--- config.mk ---
export PLATFORM = sky130hd
export DESIGN_NAME = amdfs_stack_mem
export DESIGN_NICKNAME = d
export VERILOG_FILES = /design/src/adjacency_matrix_dfs_order_unit_defines.svh /design/src/amdfs_pkg.sv /design/src/amdfs_stack_mem.sv
export SDC_FILE = /design/constraint.sdc
export NUM_CORES = 1
export LEC_CHECK = 0
export BUFFER_PORTS_ARGS = -buffer_cell sky130_fd_sc_hd__clkbuf_2
export CELL_PAD_IN_SITES_DETAIL_PLACEMENT = 1
export CELL_PAD_IN_SITES_GLOBAL_PLACEMENT = 1
export CORE_MARGIN = 2
export CORE_UTILIZATION = 40
export CTS_CLUSTER_SIZE = 14
export DETAILED_ROUTE_END_ITERATION = 8
export GPL_ROUTABILITY_DRIVEN = 0
export PLACE_DENSITY_LB_ADDON = 0.1
export REMOVE_ABC_BUFFERS = 1
export SETUP_SLACK_MARGIN = 0.4
export SYNTH_ARGS = -nofsm -noshare
export SYNTH_HDL_FRONTEND = slang
export SYNTH_SLANG_ARGS = --single-unit
--- constraint.sdc ---
create_clock -name clk -period 3.15 [get_ports clk]
set_input_delay 0.1575 -clock clk [delete_from_list [all_inputs] [get_ports clk]]
set_output_delay 0.1575 -clock clk [all_outputs]
set_load 0.02 [all_outputs]
--- src/adjacency_matrix_dfs_order_unit_defines.svh ---
// assertion macros for the dfs order unit
`ifndef ADJACENCY_MATRIX_DFS_ORDER_UNIT_DEFINES_SVH
`define ADJACENCY_MATRIX_DFS_ORDER_UNIT_DEFINES_SVH

`ifndef SYNTHESIS
`define AMDFS_ASSERT(lbl, clk, rst_n, prop, msg) \
  lbl: assert property (@(posedge clk) disable iff (!rst_n) prop) else $error(msg);
`define AMDFS_ASSERT_NEXT(lbl, clk, rst_n, pre, post, msg) \
  lbl: assert property (@(posedge clk) disable iff (!rst_n) (pre) |=> (post)) else $error(msg);
`else
`define AMDFS_ASSERT(lbl, clk, rst_n, prop, msg)
`define AMDFS_ASSERT_NEXT(lbl, clk, rst_n, pre, post, msg)
`endif

`endif

--- src/amdfs_pkg.sv ---
// shared types and constants for the dfs order unit
package amdfs_pkg;

  localparam int MAX_VERTICES_DEF = 64;
  localparam int VW               = 6;
  localparam int VCNT_W           = 7;
  localparam int IN_TDATA_W       = 16;
  localparam int OUT_TDATA_W      = 8;

  localparam logic FUNC_EDGE  = 1'b0;
  localparam logic FUNC_START = 1'b1;

  typedef struct packed {
    logic wr_en;
    logic rd_en;
  } mem_ctl_t;

  typedef struct packed {
    logic idle;
    logic stack_empty;
  } amdfs_stat_t;

  typedef enum logic [2:0] {
    S_IDLE,
    S_EA_WR,
    S_EB_WR,
    S_SCAN,
    S_PICK,
    S_POPRD,
    S_FLUSH
  } amdfs_state_t;

endpackage

--- src/amdfs_stack_mem.sv ---
// path stack memory, one vertex per entry
module amdfs_stack_mem #(
  parameter int MAX_VERTICES = amdfs_pkg::MAX_VERTICES_DEF
) (
  input  logic                              clk,
  input  amdfs_pkg::mem_ctl_t               ctl,
  input  logic [$clog2(MAX_VERTICES)-1:0]   waddr,
  input  logic [$clog2(MAX_VERTICES)-1:0]   wdata,
  input  logic [$clog2(MAX_VERTICES)-1:0]   raddr,
  output logic [$clog2(MAX_VERTICES)-1:0]   rdata
);
  import amdfs_pkg::*;

  localparam int VIDX_W = $clog2(MAX_VERTICES);

  logic [VIDX_W-1:0] mem [MAX_VERTICES];
  logic [VIDX_W-1:0] rdata_r;

  always_ff @(posedge clk) begin
    if (ctl.wr_en) begin
      mem[waddr] <= wdata;
    end
    if (ctl.rd_en) begin
      rdata_r <= mem[raddr];
    end
  end

  assign rdata = rdata_r;

endmodule

==> metrics.txt <==
Post-Synthesis Mean Instance Area 21.2 um^2; vias per cell 5.50; Yosys warning count 0; number of cells in the design after placement 1248; final hold violation count 0; portion of the post-synthesis area used by sequential elements 0.766; most area-hungry cell type in the Yosys netlist edfxtp_1; # H-tree levels 2; Max-Slew Margin vs Limit 0.328; number of non-filler instances in the completed layout 1328; RSZ-0062 raised after global routing no; hold path cells 2; final HPWL from detailed placement 24.1 mm; beginning of the critical path mem[41][2]$_DFFE_PP_; count of state elements after synthesis 390; max-slew violations 0; overall overflow remaining after global route 0; worst reg2reg setup slack 1.20 ns; number of global-route vias before repair 7961; maximum clock frequency 514 MHz; Startpoint Class register; HP Class in -> reg; most frequent standard cell in the layout excluding fill and tap cells edfxtp_1; worst-case vdd ir drop 0.000423 V; biggest area contributors in the synthesized netlist edfxtp_1 77%, mux4_2 13%, nor2_1 1.6%; fraction of registers with async set or reset after synthesis 0; most frequent cells in the layout 390 x edfxtp_1, 87 x mux4_2, 67 x nor2_1; Post-Synthesis Cells 720; height of the die 199 um; element type at the critical path end register; count of TritonRoute iterations in the first routing pass 4; post-route clock period utilization 0.618; largest family of logic cells by synthesized area multiplexers; source-to-sink clock delay at the later pin of the worst-skew pair 0.54 ns; post-synthesis compound-gate area fraction 0.0259; layout overhead on the synthesized area 14.3%; Crit Reg-Reg Startpoint mem[41][2]$_DFFE_PP_; Synth Cell Area 15300 um^2; detailed router's first-iteration violation count 448; # IOs 27; worst reg-to-reg path cell count 5; data arrival time of the critical path 2.24 ns; clk root buf clkbuf_16; post-route clock skew 0.0161 ns; wire length of the first global-routing pass 54.8 mm; core footprint 37700 um^2; final sum of negative setup slack 0 ns; main flop type after synthesis edfxtp_1; final setup violation count 0; Finished Core Util 0.464; Gates resized, CTS repair 0; drt total wl 37.0 mm; initial core utilization 0.406; clock-pin slew on the worst setup and hold paths 0.06 ns; Final Critical Period 1.95 ns; PortBufs 26; capturing element of the worst setup path rdata[2]$_DFFE_PP_; post-CTS setup buffer count 0; vias after detailed routing 7303; area post-placement 16100 um^2; Final ANT Viol Nets 0; max-capacitance violation count 0; Adder-Cell Fraction of Synth Area 0; fraction of final layout cells with drive strength greater than 1 0.266; number of buffers added by the clock tree synthesis step 42; Max Root-Sink Buffers 3; kind of critical path reg -> reg; CTS tree yes; Die Footprint 39800 um^2; status finished, final reports clean; standby leakage power 5.43 nW; xor/xnor cell area share of the yosys netlist 0; worst reg2reg endpoint rdata[2]$_DFFE_PP_; x dimension of the die 199 um; Pwr Total 0.0112 W; maximum fanout encountered on the critical timing path 1; count of clock tree sinks 390; data required time at the worst endpoint 3.45 ns; count of unique library cells instantiated by Yosys 36; Tightest Pin Transition 1.01 ns; final net count 803; top cell type's share of synthesized area 0.766; num rows 71; final non-filler cell area 17500 um^2; pin count of the biggest net entering global routing 46; simple logic cell fraction of the synthesized area 0.0366; power density over the cells 640 nW/um^2; initial antenna violation count 1; DRC violation count after routing 0; GRT Overall Usage 0.195; number of enable-type register cells in the synthesized netlist 390; post-detailed-route wirelength per cell 27.9 um; post-synthesis mux area share 0.155
[layout make-up]
class / count / area (um^2)
Antenna cell: 1 / 2.50
Clock buffer: 54 / 1160
Clock inverter: 24 / 191
Fill cell: 3492 / 20200
Multi-Input combinational cell: 291 / 3320
Sequential cell: 390 / 11700
Tap cell: 511 / 639
Timing Repair Buffer: 57 / 437
[flip-flops by register name (all words and copies together), names as in the netlist]
signal	cells
mem	384
rdata	6
[worst min path at each step]
stage / startpoint / endpoint / slack [ns]
floorplan: wdata[0] / mem[0][0]$_DFFE_PP_ / 0.26
global placement: ctl[0] / rdata[1]$_DFFE_PP_ / 0.54
detailed placement: ctl[0] / rdata[1]$_DFFE_PP_ / 0.55
CTS: waddr[1] / mem[49][5]$_DFFE_PP_ / 0.14
global route: waddr[1] / mem[49][5]$_DFFE_PP_ / 0.18
finish: waddr[1] / mem[49][5]$_DFFE_PP_ / 0.15
[where the power goes]
| part | leakage (nW) | switching, W | total (W) | internal, W |
|---|---|---|---|---|
| Combinational | 1.26 | 0.000353 | 0.000564 | 0.000210 |
| Clock | 0.657 | 0.00199 | 0.00484 | 0.00285 |
| Sequential | 3.51 | 0.0000149 | 0.00577 | 0.00576 |
[repair_timing]
item	CTS	global route
hold buffers	1	0
endpoints found under the setup margin	0	0
endpoints found under the hold margin	6	0
[cell usage after synthesis (3+ instances only)]
cell and number:
a211oi_1 6, a21oi_1 6, a221oi_1 3, a32o_1 3, buf_2 13, buf_6 5, clkbuf_1 16, edfxtp_1 390
mux2_2 9, mux2i_1 15, mux4_1 6, mux4_2 87, nand2_1 8, nand2b_1 5, nand3_1 11, nand3b_1 4
nor2_1 67, nor2b_1 8, nor3_1 5, o21ai_1 6, o221ai_1 9, o22a_1 6, o22ai_1 12
[layer usage]
metal / vias to the layer above / track usage / wire length [um]
li1: 3158 / - / -
met1: 3902 / 0.262 / 16100
met2: 172 / 0.321 / 18100
met3: 71 / 0.0381 / 1720
met4: 0 / 0.0623 / 1090
met5: - / 0 / 0
[critical path: stages, from the launching register on]
cell and delay (ns):
edfxtp_1 0.35, mux4_1 0.49, nor2b_1 0.15, a211oi_1 0.28, a21oi_1 0.13, a32o_1 0.31
[cells by family after synthesis]
family | count (synthesis)
buffers and inverters | 39
AO/OA/AOI/OAI | 54
flip-flops | 390
AND/OR/NAND/NOR | 120
multiplexers | 117
[metrics by stage]
step	worst slack (ns)	hold WS, ns
2_1_floorplan	1.47	0.256
3_3_place_gp	0.653	0.538
3_5_place_dp	0.626	0.546
4_1_cts	1.18	0.138
5_1_grt	1.12	0.177
6_report	1.20	0.152
Power figures use the tool's default switching activity.
